==> src/qtccf_pkg.sv <==
package qtccf_pkg;

  // One RGB888 pixel, channel 0 red, channel 1 green, channel 2 blue.
  typedef logic [2:0][7:0] pixel_t;

  localparam int unsigned CH_RED   = 0;
  localparam int unsigned CH_GREEN = 1;
  localparam int unsigned CH_BLUE  = 2;

  localparam int unsigned NUM_PIX   = 4;
  localparam int unsigned NUM_PAIRS = 6;
  localparam int unsigned NUM_CH    = 3;

  // Square of an 8-bit difference, sum of three of those, sum of two of those.
  localparam int unsigned SQ_W   = 16;
  localparam int unsigned DIST_W = 18;
  localparam int unsigned COST_W = 19;
  localparam int unsigned PAIR_W = 3;
  localparam int unsigned GLYPH_W = 14;
  localparam int unsigned FIT_W   = 20;

  typedef logic [SQ_W-1:0]    sq_t;
  typedef logic [DIST_W-1:0]  dist_t;
  typedef logic [COST_W-1:0]  cost_t;
  typedef logic [PAIR_W-1:0]  pair_idx_t;
  typedef logic [GLYPH_W-1:0] glyph_t;

  // Candidate pairs in trial order: foreground pixel and background pixel.
  localparam logic [1:0] PAIR_FORE [NUM_PAIRS] = '{2'd0, 2'd0, 2'd0, 2'd1, 2'd1, 2'd2};
  localparam logic [1:0] PAIR_BACK [NUM_PAIRS] = '{2'd1, 2'd2, 2'd3, 2'd2, 2'd3, 2'd3};

  // Index of the pair that joins two distinct pixels, in either order.
  function automatic pair_idx_t pair_of(input logic [1:0] p, input logic [1:0] q);
    pair_idx_t idx;
    unique case ({p, q})
      4'b00_01, 4'b01_00: idx = 3'd0;
      4'b00_10, 4'b10_00: idx = 3'd1;
      4'b00_11, 4'b11_00: idx = 3'd2;
      4'b01_10, 4'b10_01: idx = 3'd3;
      4'b01_11, 4'b11_01: idx = 3'd4;
      4'b10_11, 4'b11_10: idx = 3'd5;
      default:            idx = 3'd0;
    endcase
    return idx;
  endfunction

  function automatic sq_t sq_diff(input logic [7:0] a, input logic [7:0] b);
    logic [7:0] d;
    d = (a > b) ? (a - b) : (b - a);
    return SQ_W'(d) * SQ_W'(d);
  endfunction

  // Quadrant glyph code point for a foreground mask.
  function automatic glyph_t glyph_of(input logic [3:0] mask);
    glyph_t g;
    unique case (mask)
      4'h0: g = 14'h0020;
      4'h1: g = 14'h2598;
      4'h2: g = 14'h259D;
      4'h3: g = 14'h2580;
      4'h4: g = 14'h2596;
      4'h5: g = 14'h258C;
      4'h6: g = 14'h259E;
      4'h7: g = 14'h259B;
      4'h8: g = 14'h2597;
      4'h9: g = 14'h259A;
      4'hA: g = 14'h2590;
      4'hB: g = 14'h259C;
      4'hC: g = 14'h2584;
      4'hD: g = 14'h2599;
      4'hE: g = 14'h259F;
      4'hF: g = 14'h2588;
      default: g = 14'h0020;
    endcase
    return g;
  endfunction

endpackage

==> src/qtccf_ifs.sv <==
interface qtccf_in_if;
  logic       valid;
  logic       ready;
  logic [7:0] ul_red;
  logic [7:0] ul_green;
  logic [7:0] ul_blue;
  logic [7:0] ur_red;
  logic [7:0] ur_green;
  logic [7:0] ur_blue;
  logic [7:0] ll_red;
  logic [7:0] ll_green;
  logic [7:0] ll_blue;
  logic [7:0] lr_red;
  logic [7:0] lr_green;
  logic [7:0] lr_blue;

  modport source (
    output valid, ul_red, ul_green, ul_blue, ur_red, ur_green, ur_blue,
           ll_red, ll_green, ll_blue, lr_red, lr_green, lr_blue,
    input  ready
  );
  modport sink (
    input  valid, ul_red, ul_green, ul_blue, ur_red, ur_green, ur_blue,
           ll_red, ll_green, ll_blue, lr_red, lr_green, lr_blue,
    output ready
  );
endinterface

interface qtccf_out_if;
  logic        valid;
  logic        ready;
  logic [7:0]  fore_red;
  logic [7:0]  fore_green;
  logic [7:0]  fore_blue;
  logic [7:0]  back_red;
  logic [7:0]  back_green;
  logic [7:0]  back_blue;
  logic [3:0]  cover_mask;
  logic [13:0] glyph_point;
  logic [19:0] fit_cost;

  modport source (
    output valid, fore_red, fore_green, fore_blue, back_red, back_green, back_blue,
           cover_mask, glyph_point, fit_cost,
    input  ready
  );
  modport sink (
    input  valid, fore_red, fore_green, fore_blue, back_red, back_green, back_blue,
           cover_mask, glyph_point, fit_cost,
    output ready
  );
endinterface

==> src/quadrant_two_color_cell_fit.sv <==
// Two-color quadrant fit for one 2x2 block of RGB888 pixels per request. The block
// tries the six pixel pairs as foreground and background, assigns every pixel to
// the nearer color by squared RGB distance (a tie goes to the foreground), and
// returns the pair with the lowest summed error together with its 4-bit mask, the
// matching quadrant glyph code point and the cost. A request enters every clock
// cycle while in_ch.ready is high, and its result then moves through the five
// register stages in order before it is offered on out_ch. The stages are: channel
// squares, pair distances, per-pair costs, a first round of cost compares, and
// the final pick into the output register. Each stage holds its own valid bit,
// so a stall on the output fills empty stages first and only then lowers
// in_ch.ready; nothing is dropped or repeated. The block has no state beyond
// the pipeline and needs no setup.
module quadrant_two_color_cell_fit (
  input  logic               clk,
  input  logic               rst_n,
  qtccf_in_if.sink           in_ch,
  qtccf_out_if.source        out_ch
);

  // Stage valid bits and per-stage advance enables. A stage may load when it is
  // empty or when the stage after it loads in the same cycle.
  logic v1_r, v2_r, v3_r, v4_r, out_v_r;
  logic adv1, adv2, adv3, adv4, adv5;

  assign adv5 = !out_v_r || out_ch.ready;
  assign adv4 = !v4_r || adv5;
  assign adv3 = !v3_r || adv4;
  assign adv2 = !v2_r || adv3;
  assign adv1 = !v1_r || adv2;

  assign in_ch.ready  = adv1;
  assign out_ch.valid = out_v_r;

  always_ff @(posedge clk) begin
    if (!rst_n) begin
      v1_r    <= 1'b0;
      v2_r    <= 1'b0;
      v3_r    <= 1'b0;
      v4_r    <= 1'b0;
      out_v_r <= 1'b0;
    end else begin
      if (adv1) v1_r    <= in_ch.valid;
      if (adv2) v2_r    <= v1_r;
      if (adv3) v3_r    <= v2_r;
      if (adv4) v4_r    <= v3_r;
      if (adv5) out_v_r <= v4_r;
    end
  end

  // Stage 1: gather the pixels and square the channel differences of every pair.
  qtccf_pkg::pixel_t px_in [qtccf_pkg::NUM_PIX];
  qtccf_pkg::pixel_t px1_r [qtccf_pkg::NUM_PIX];
  qtccf_pkg::sq_t    sq1_nxt [qtccf_pkg::NUM_PAIRS][qtccf_pkg::NUM_CH];
  qtccf_pkg::sq_t    sq1_r   [qtccf_pkg::NUM_PAIRS][qtccf_pkg::NUM_CH];

  assign px_in[0] = {in_ch.ul_blue, in_ch.ul_green, in_ch.ul_red};
  assign px_in[1] = {in_ch.ur_blue, in_ch.ur_green, in_ch.ur_red};
  assign px_in[2] = {in_ch.ll_blue, in_ch.ll_green, in_ch.ll_red};
  assign px_in[3] = {in_ch.lr_blue, in_ch.lr_green, in_ch.lr_red};

  always_comb begin
    for (int k = 0; k < qtccf_pkg::NUM_PAIRS; k++) begin
      for (int c = 0; c < qtccf_pkg::NUM_CH; c++) begin
        sq1_nxt[k][c] = qtccf_pkg::sq_diff(px_in[qtccf_pkg::PAIR_FORE[k]][c],
                                           px_in[qtccf_pkg::PAIR_BACK[k]][c]);
      end
    end
  end

  always_ff @(posedge clk) begin
    if (adv1) begin
      px1_r <= px_in;
      sq1_r <= sq1_nxt;
    end
  end

  // Stage 2: squared RGB distance of every pair of pixels.
  qtccf_pkg::pixel_t px2_r [qtccf_pkg::NUM_PIX];
  qtccf_pkg::dist_t  dist2_nxt [qtccf_pkg::NUM_PAIRS];
  qtccf_pkg::dist_t  dist2_r   [qtccf_pkg::NUM_PAIRS];

  always_comb begin
    for (int k = 0; k < qtccf_pkg::NUM_PAIRS; k++) begin
      dist2_nxt[k] = qtccf_pkg::DIST_W'(sq1_r[k][qtccf_pkg::CH_RED])
                   + qtccf_pkg::DIST_W'(sq1_r[k][qtccf_pkg::CH_GREEN])
                   + qtccf_pkg::DIST_W'(sq1_r[k][qtccf_pkg::CH_BLUE]);
    end
  end

  always_ff @(posedge clk) begin
    if (adv2) begin
      px2_r   <= px1_r;
      dist2_r <= dist2_nxt;
    end
  end

  // Stage 3: cost and mask of each candidate pair. A pixel's distance to itself
  // is zero, so the foreground pixel always lands in the mask.
  qtccf_pkg::pixel_t px3_r [qtccf_pkg::NUM_PIX];
  qtccf_pkg::cost_t  cost3_nxt [qtccf_pkg::NUM_PAIRS];
  qtccf_pkg::cost_t  cost3_r   [qtccf_pkg::NUM_PAIRS];
  logic [3:0]        mask3_nxt [qtccf_pkg::NUM_PAIRS];
  logic [3:0]        mask3_r   [qtccf_pkg::NUM_PAIRS];

  always_comb begin
    qtccf_pkg::dist_t df;
    qtccf_pkg::dist_t db;
    logic [1:0]       f;
    logic [1:0]       b;
    for (int k = 0; k < qtccf_pkg::NUM_PAIRS; k++) begin
      f            = qtccf_pkg::PAIR_FORE[k];
      b            = qtccf_pkg::PAIR_BACK[k];
      cost3_nxt[k] = '0;
      mask3_nxt[k] = '0;
      for (int p = 0; p < qtccf_pkg::NUM_PIX; p++) begin
        df = (2'(p) == f) ? '0 : dist2_r[qtccf_pkg::pair_of(2'(p), f)];
        db = (2'(p) == b) ? '0 : dist2_r[qtccf_pkg::pair_of(2'(p), b)];
        if (df <= db) begin
          mask3_nxt[k][p] = 1'b1;
          cost3_nxt[k]    = cost3_nxt[k] + qtccf_pkg::COST_W'(df);
        end else begin
          cost3_nxt[k]    = cost3_nxt[k] + qtccf_pkg::COST_W'(db);
        end
      end
    end
  end

  always_ff @(posedge clk) begin
    if (adv3) begin
      px3_r   <= px2_r;
      cost3_r <= cost3_nxt;
      mask3_r <= mask3_nxt;
    end
  end

  // Stage 4: first compare round between neighboring pairs. The later pair
  // replaces the earlier one only on a strictly lower cost.
  localparam int unsigned NUM_HALF = qtccf_pkg::NUM_PAIRS / 2;

  qtccf_pkg::pixel_t    px4_r [qtccf_pkg::NUM_PIX];
  qtccf_pkg::cost_t     cost4_nxt [NUM_HALF];
  qtccf_pkg::cost_t     cost4_r   [NUM_HALF];
  logic [3:0]           mask4_nxt [NUM_HALF];
  logic [3:0]           mask4_r   [NUM_HALF];
  qtccf_pkg::pair_idx_t pair4_nxt [NUM_HALF];
  qtccf_pkg::pair_idx_t pair4_r   [NUM_HALF];

  always_comb begin
    for (int j = 0; j < NUM_HALF; j++) begin
      if (cost3_r[2*j+1] < cost3_r[2*j]) begin
        cost4_nxt[j] = cost3_r[2*j+1];
        mask4_nxt[j] = mask3_r[2*j+1];
        pair4_nxt[j] = qtccf_pkg::PAIR_W'(2*j+1);
      end else begin
        cost4_nxt[j] = cost3_r[2*j];
        mask4_nxt[j] = mask3_r[2*j];
        pair4_nxt[j] = qtccf_pkg::PAIR_W'(2*j);
      end
    end
  end

  always_ff @(posedge clk) begin
    if (adv4) begin
      px4_r   <= px3_r;
      cost4_r <= cost4_nxt;
      mask4_r <= mask4_nxt;
      pair4_r <= pair4_nxt;
    end
  end

  // Stage 5: final pick in trial order, then colors and glyph into the output
  // register.
  qtccf_pkg::cost_t     win_cost;
  logic [3:0]           win_mask;
  qtccf_pkg::pair_idx_t win_pair;
  qtccf_pkg::pixel_t    out_fore_nxt;
  qtccf_pkg::pixel_t    out_back_nxt;

  qtccf_pkg::pixel_t    out_fore_r;
  qtccf_pkg::pixel_t    out_back_r;
  logic [3:0]           out_mask_r;
  qtccf_pkg::glyph_t    out_glyph_r;
  qtccf_pkg::cost_t     out_cost_r;

  always_comb begin
    win_cost = cost4_r[0];
    win_mask = mask4_r[0];
    win_pair = pair4_r[0];
    for (int j = 1; j < NUM_HALF; j++) begin
      if (cost4_r[j] < win_cost) begin
        win_cost = cost4_r[j];
        win_mask = mask4_r[j];
        win_pair = pair4_r[j];
      end
    end
    out_fore_nxt = px4_r[qtccf_pkg::PAIR_FORE[win_pair]];
    out_back_nxt = px4_r[qtccf_pkg::PAIR_BACK[win_pair]];
  end

  always_ff @(posedge clk) begin
    if (adv5) begin
      out_fore_r  <= out_fore_nxt;
      out_back_r  <= out_back_nxt;
      out_mask_r  <= win_mask;
      out_glyph_r <= qtccf_pkg::glyph_of(win_mask);
      out_cost_r  <= win_cost;
    end
  end

  assign out_ch.fore_red    = out_fore_r[qtccf_pkg::CH_RED];
  assign out_ch.fore_green  = out_fore_r[qtccf_pkg::CH_GREEN];
  assign out_ch.fore_blue   = out_fore_r[qtccf_pkg::CH_BLUE];
  assign out_ch.back_red    = out_back_r[qtccf_pkg::CH_RED];
  assign out_ch.back_green  = out_back_r[qtccf_pkg::CH_GREEN];
  assign out_ch.back_blue   = out_back_r[qtccf_pkg::CH_BLUE];
  assign out_ch.cover_mask  = out_mask_r;
  assign out_ch.glyph_point = out_glyph_r;
  assign out_ch.fit_cost    = qtccf_pkg::FIT_W'(out_cost_r);

endmodule

==> src/flat_wrapper.sv <==
// flat-port wrapper written by rule: the top's interface ports become plain ports
module quadrant_two_color_cell_fit_flat 
  (clk, rst_n, in_ch_valid, in_ch_ul_red, in_ch_ul_green, in_ch_ul_blue, in_ch_ur_red, in_ch_ur_green, in_ch_ur_blue, in_ch_ll_red, in_ch_ll_green, in_ch_ll_blue, in_ch_lr_red, in_ch_lr_green, in_ch_lr_blue, in_ch_ready, out_ch_valid, out_ch_fore_red, out_ch_fore_green, out_ch_fore_blue, out_ch_back_red, out_ch_back_green, out_ch_back_blue, out_ch_cover_mask, out_ch_glyph_point, out_ch_fit_cost, out_ch_ready);
  qtccf_in_if in_ch_i ();
  qtccf_out_if out_ch_i ();
  input  logic clk;
  input  logic rst_n;
  input wire logic [$bits(in_ch_i.valid)-1:0] in_ch_valid;
  input wire logic [$bits(in_ch_i.ul_red)-1:0] in_ch_ul_red;
  input wire logic [$bits(in_ch_i.ul_green)-1:0] in_ch_ul_green;
  input wire logic [$bits(in_ch_i.ul_blue)-1:0] in_ch_ul_blue;
  input wire logic [$bits(in_ch_i.ur_red)-1:0] in_ch_ur_red;
  input wire logic [$bits(in_ch_i.ur_green)-1:0] in_ch_ur_green;
  input wire logic [$bits(in_ch_i.ur_blue)-1:0] in_ch_ur_blue;
  input wire logic [$bits(in_ch_i.ll_red)-1:0] in_ch_ll_red;
  input wire logic [$bits(in_ch_i.ll_green)-1:0] in_ch_ll_green;
  input wire logic [$bits(in_ch_i.ll_blue)-1:0] in_ch_ll_blue;
  input wire logic [$bits(in_ch_i.lr_red)-1:0] in_ch_lr_red;
  input wire logic [$bits(in_ch_i.lr_green)-1:0] in_ch_lr_green;
  input wire logic [$bits(in_ch_i.lr_blue)-1:0] in_ch_lr_blue;
  output wire logic [$bits(in_ch_i.ready)-1:0] in_ch_ready;
  output wire logic [$bits(out_ch_i.valid)-1:0] out_ch_valid;
  output wire logic [$bits(out_ch_i.fore_red)-1:0] out_ch_fore_red;
  output wire logic [$bits(out_ch_i.fore_green)-1:0] out_ch_fore_green;
  output wire logic [$bits(out_ch_i.fore_blue)-1:0] out_ch_fore_blue;
  output wire logic [$bits(out_ch_i.back_red)-1:0] out_ch_back_red;
  output wire logic [$bits(out_ch_i.back_green)-1:0] out_ch_back_green;
  output wire logic [$bits(out_ch_i.back_blue)-1:0] out_ch_back_blue;
  output wire logic [$bits(out_ch_i.cover_mask)-1:0] out_ch_cover_mask;
  output wire logic [$bits(out_ch_i.glyph_point)-1:0] out_ch_glyph_point;
  output wire logic [$bits(out_ch_i.fit_cost)-1:0] out_ch_fit_cost;
  input wire logic [$bits(out_ch_i.ready)-1:0] out_ch_ready;
  assign in_ch_i.valid = in_ch_valid;
  assign in_ch_i.ul_red = in_ch_ul_red;
  assign in_ch_i.ul_green = in_ch_ul_green;
  assign in_ch_i.ul_blue = in_ch_ul_blue;
  assign in_ch_i.ur_red = in_ch_ur_red;
  assign in_ch_i.ur_green = in_ch_ur_green;
  assign in_ch_i.ur_blue = in_ch_ur_blue;
  assign in_ch_i.ll_red = in_ch_ll_red;
  assign in_ch_i.ll_green = in_ch_ll_green;
  assign in_ch_i.ll_blue = in_ch_ll_blue;
  assign in_ch_i.lr_red = in_ch_lr_red;
  assign in_ch_i.lr_green = in_ch_lr_green;
  assign in_ch_i.lr_blue = in_ch_lr_blue;
  assign in_ch_ready = in_ch_i.ready;
  assign out_ch_valid = out_ch_i.valid;
  assign out_ch_fore_red = out_ch_i.fore_red;
  assign out_ch_fore_green = out_ch_i.fore_green;
  assign out_ch_fore_blue = out_ch_i.fore_blue;
  assign out_ch_back_red = out_ch_i.back_red;
  assign out_ch_back_green = out_ch_i.back_green;
  assign out_ch_back_blue = out_ch_i.back_blue;
  assign out_ch_cover_mask = out_ch_i.cover_mask;
  assign out_ch_glyph_point = out_ch_i.glyph_point;
  assign out_ch_fit_cost = out_ch_i.fit_cost;
  assign out_ch_i.ready = out_ch_ready;
  quadrant_two_color_cell_fit u_core (.clk(clk), .rst_n(rst_n), .in_ch(in_ch_i), .out_ch(out_ch_i));
endmodule
==> config.mk <==
export PLATFORM = sky130hd
export DESIGN_NAME = quadrant_two_color_cell_fit_flat
export DESIGN_NICKNAME = d
export VERILOG_FILES = /design/src/qtccf_pkg.sv /design/src/qtccf_ifs.sv /design/src/quadrant_two_color_cell_fit.sv /design/src/flat_wrapper.sv
export SDC_FILE = /design/constraint.sdc
export NUM_CORES = 2
export LEC_CHECK = 0
export BUFFER_PORTS_ARGS = -buffer_cell sky130_fd_sc_hd__buf_2
export CAP_MARGIN = 5
export CORE_AREA = 2 2 427 535
export CTS_CLUSTER_DIAMETER = 50
export CTS_CLUSTER_SIZE = 25
export DETAILED_ROUTE_END_ITERATION = 7
export DIE_AREA = 0 0 429 537
export PLACE_DENSITY = 0.61
export SLEW_MARGIN = 20
export SYNTH_ARGS = -nofsm -noshare
export SYNTH_HDL_FRONTEND = slang
export SYNTH_SLANG_ARGS = --single-unit
==> constraint.sdc <==
create_clock -name clk -period 18.5 [get_ports clk]
set_clock_uncertainty 0.2 [all_clocks]
set_input_delay 4.625 -clock clk [delete_from_list [all_inputs] [get_ports clk]]
set_output_delay 4.625 -clock clk [all_outputs]
set_load 0.02 [all_outputs]
==> results.md <==
* Initial Util at between 40% and 50%
* Largest net degree at the start of global routing at 139
* Post-synthesis cell count at 9723
* Postcts setup bufs at 0
* I/O pins at 188
* Hold Buf Count CTS at 0
* Routed Antenna Nets at 0
* Library cells used by synthesis at 89
* Clock Path Buffers at 3
* Final Cycle Share at 64.8%
* Setup TNS at 0 ns
* RePlAce Congestion at around 1.0
* DR vias at 74500
* Arrival time of the worst setup path at around 12 ns
* Largest stage delay, worst path at 0.70 ns
* DR WL/cell at about 24 um
* Ys async rst share at 0%
* Initial antenna violation count at 25
* Synth Flop Type: edfxtp_1
* DR vias/cell at around 5.7
* Vias in the first global route at 76300
* Htree depth at 3
* Synth cell count leaders: ha_1 (1568), inv_1 (1185), edfxtp_1 (1050)
* Total congestion overflow at 0
* DRC at 0
* HP Start: u_core.px2_r[33]
* Post-synthesis register bit count at 1055
* RR Endpoint: u_core.cost3_r[94]
* EDFF count, synth at 1050
* Top post-synthesis cells by area: edfxtp_1 (31%), ha_1 (19%), fa_1 (10%)
* Max-cap violations at 0
* Max_slew headroom at 23.2%
* Final instance area at around 110000 sq um
* Clock latency on the worst-skew pair at roughly 0.8 ns
* Crit Path Class: in2reg
* Die area at 230000 sq um
* Root Buffer: clkbuf_16
* Critical Path End Type: flip-flop
* Core ar. at between 200000 and 250000 sq um
* Die width at 429 um
* Core Util, Final at 49.2%
* FP Rows at 195
* Final setup fails at 0
* CTS tree: yes
* Status: finished clean
* Mapped Area at about 100000 sq um
* Pin slew with the least headroom to its limit at 1.14 ns
* Slowest CP cell: xnor2_2
* Reg2reg path depth at 30
* Worst-path clk slew at 0.09 ns
* Nets at 12200
* Share of the synthesized area in the top cell type at ~31%
* Layout cells sized above 1 at slightly below 9%
* Worst Hold End: u_core.px3_r[33]
* RSZ-0062 raised after global routing: false
* FMAX at about 83 MHz
* Worst hold path class: reg2reg
* Syn_area_per_cell at 10.4 sq um
* Final max-slew violation count at 0
* Worst path required time at 18.88 ns
* Clock sinks at 1055
* Dominant cell type by area after synthesis: edfxtp_1
* RR Startpoint: u_core.dist2_r[37]
* Total GRT Usage at 27.0%
* Count leader, synth: ha_1
* FF-to-FF setup slack at 9.94 ns
* # resized after CTS at 0
* First-pass GRT wire length at 466 mm
* CP Max Fanout at 10
* Placed wire-length estimate at 253 mm
* CP dominant cell by count: fa_1
* Worst Hold Depth at 0
* Num CTS Buffers at 112
* Die Y at about 540 um
* Crit path launch type: input port
* Hold Vio Cnt, Final at 0
* Final wirelength at 315 mm
* DRT Pass-1 Iters at 6
* Buffers on Ports at around 180
* Synthesis Warnings at 0
* Drt first-iter violations at 4941
* Sequential area share after synthesis at between 30% and 40%
* Placed cell areas at ~110000 sq um
* Layout area overhead at 9.81%
* Clock period minus worst slack at 11.99 ns
## metrics by stage
stage          std cells  hold slack (ns)  setup WS [ns]
2_1_floorplan       9793            0.200          0.357
3_3_place_gp       12900            0.200           5.84
3_5_place_dp       12900            0.205           5.73
4_1_cts            13100            0.196           6.57
5_1_grt            13100            0.211           6.09
6_report           13100            0.202           6.51
## state kept, by name, summed over array words and instances, names as in the netlist, 12 cells and up
name	flops
u_core.cost3_r	114
u_core.cost4_r	57
u_core.dist2_r	108
u_core.mask3_r	24
u_core.mask4_r	12
u_core.out_cost_r	19
u_core.px1_r	96
u_core.px2_r	96
u_core.px3_r	96
u_core.px4_r	96
u_core.sq1_r	270
## cell usage in the layout (no fill, tap or decap), types with 42 or more instances in the layout
cell type,n
nor2b_1,127
nand4_1,78
nand3_1,117
nand2b_1,93
buf_4,116
clkbuf_16,115
o21ai_0,289
mux2i_1,288
o21a_1,149
nand2_1,381
a21o_1,263
inv_1,1183
buf_2,182
nor2_1,907
or2_2,84
a21oi_1,572
xor2_1,205
edfxtp_1,1050
a31oi_1,60
ha_1,1568
o21bai_1,111
a211oi_1,42
nor3_1,186
xnor2_1,549
conb_1,72
fa_1,512
mux2_2,239
## worst max-delay path by stage
stage | start | to | cells after the start
3_5_place_dp | in_ch_ll_green[1] | u_core.sq1_r[223] | 26
4_1_cts | in_ch_ll_green[1] | u_core.sq1_r[223] | 26
3_3_place_gp | in_ch_ll_green[1] | u_core.sq1_r[223] | 26
5_1_grt | in_ch_ll_green[1] | u_core.sq1_r[223] | 26
2_1_floorplan | out_ch_ready | in_ch_ready | 3
6_report | in_ch_ll_green[1] | u_core.sq1_r[223] | 26
## worst max-delay path: cells and delay by family
| kind | cells | cell delay [ns] |
|---|---|---|
| buffers and inverters | 4 | 0.65 |
| muxes | 1 | 0.40 |
| and+or+nand+nor | 4 | 0.81 |
| adders and majority gates | 6 | 2.87 |
| AOI/OAI and AO/OA | 9 | 2.12 |
| xor gates and xnor gates | 2 | 0.85 |
## layout make-up
type,count,area (sq um)
Antenna cell,10,25.0
Clock buffer,116,2880
Clock inverter,95,1630
Fill cell,20500,114000
Inverter,1185,4460
Multi-Input combinational cell,7412,64600
Sequential cell,1055,31600
Tap cell,2955,3700
Timing Repair Buffer,300,1820
## kinds of logic (layout without fill, tap and decap cells)
family                   count (synthesis)  in the layout  share of synthesized area (%)
AO/OA/AOI/OAI                         1837           1837                           12.0
multiplexers                           530            530                           5.57
other                                    2             82                        0.00745
adder cells (fa/ha/maj)               2080           2080                           29.6
flip-flops                            1055           1055                           31.4
XOR/XNOR                               762            762                           6.69
buffers and inverters                 1326           1696                           5.01
AND/OR/NAND/NOR                       2131           2131                           9.72
## metal layers
metal / up-vias / wire (um) / track usage (%)
met1: 36400 / 122000 / 31.1
met4: 16 / 25900 / 18.7
li1: 35000 / - / -
met5: - / 94 / 0
met3: 848 / 16300 / 3.48
met2: 2235 / 151000 / 46.8
Power is not shown: default switching activity piles up to over one toggle a cycle in this logic, so the estimate is an artifact.
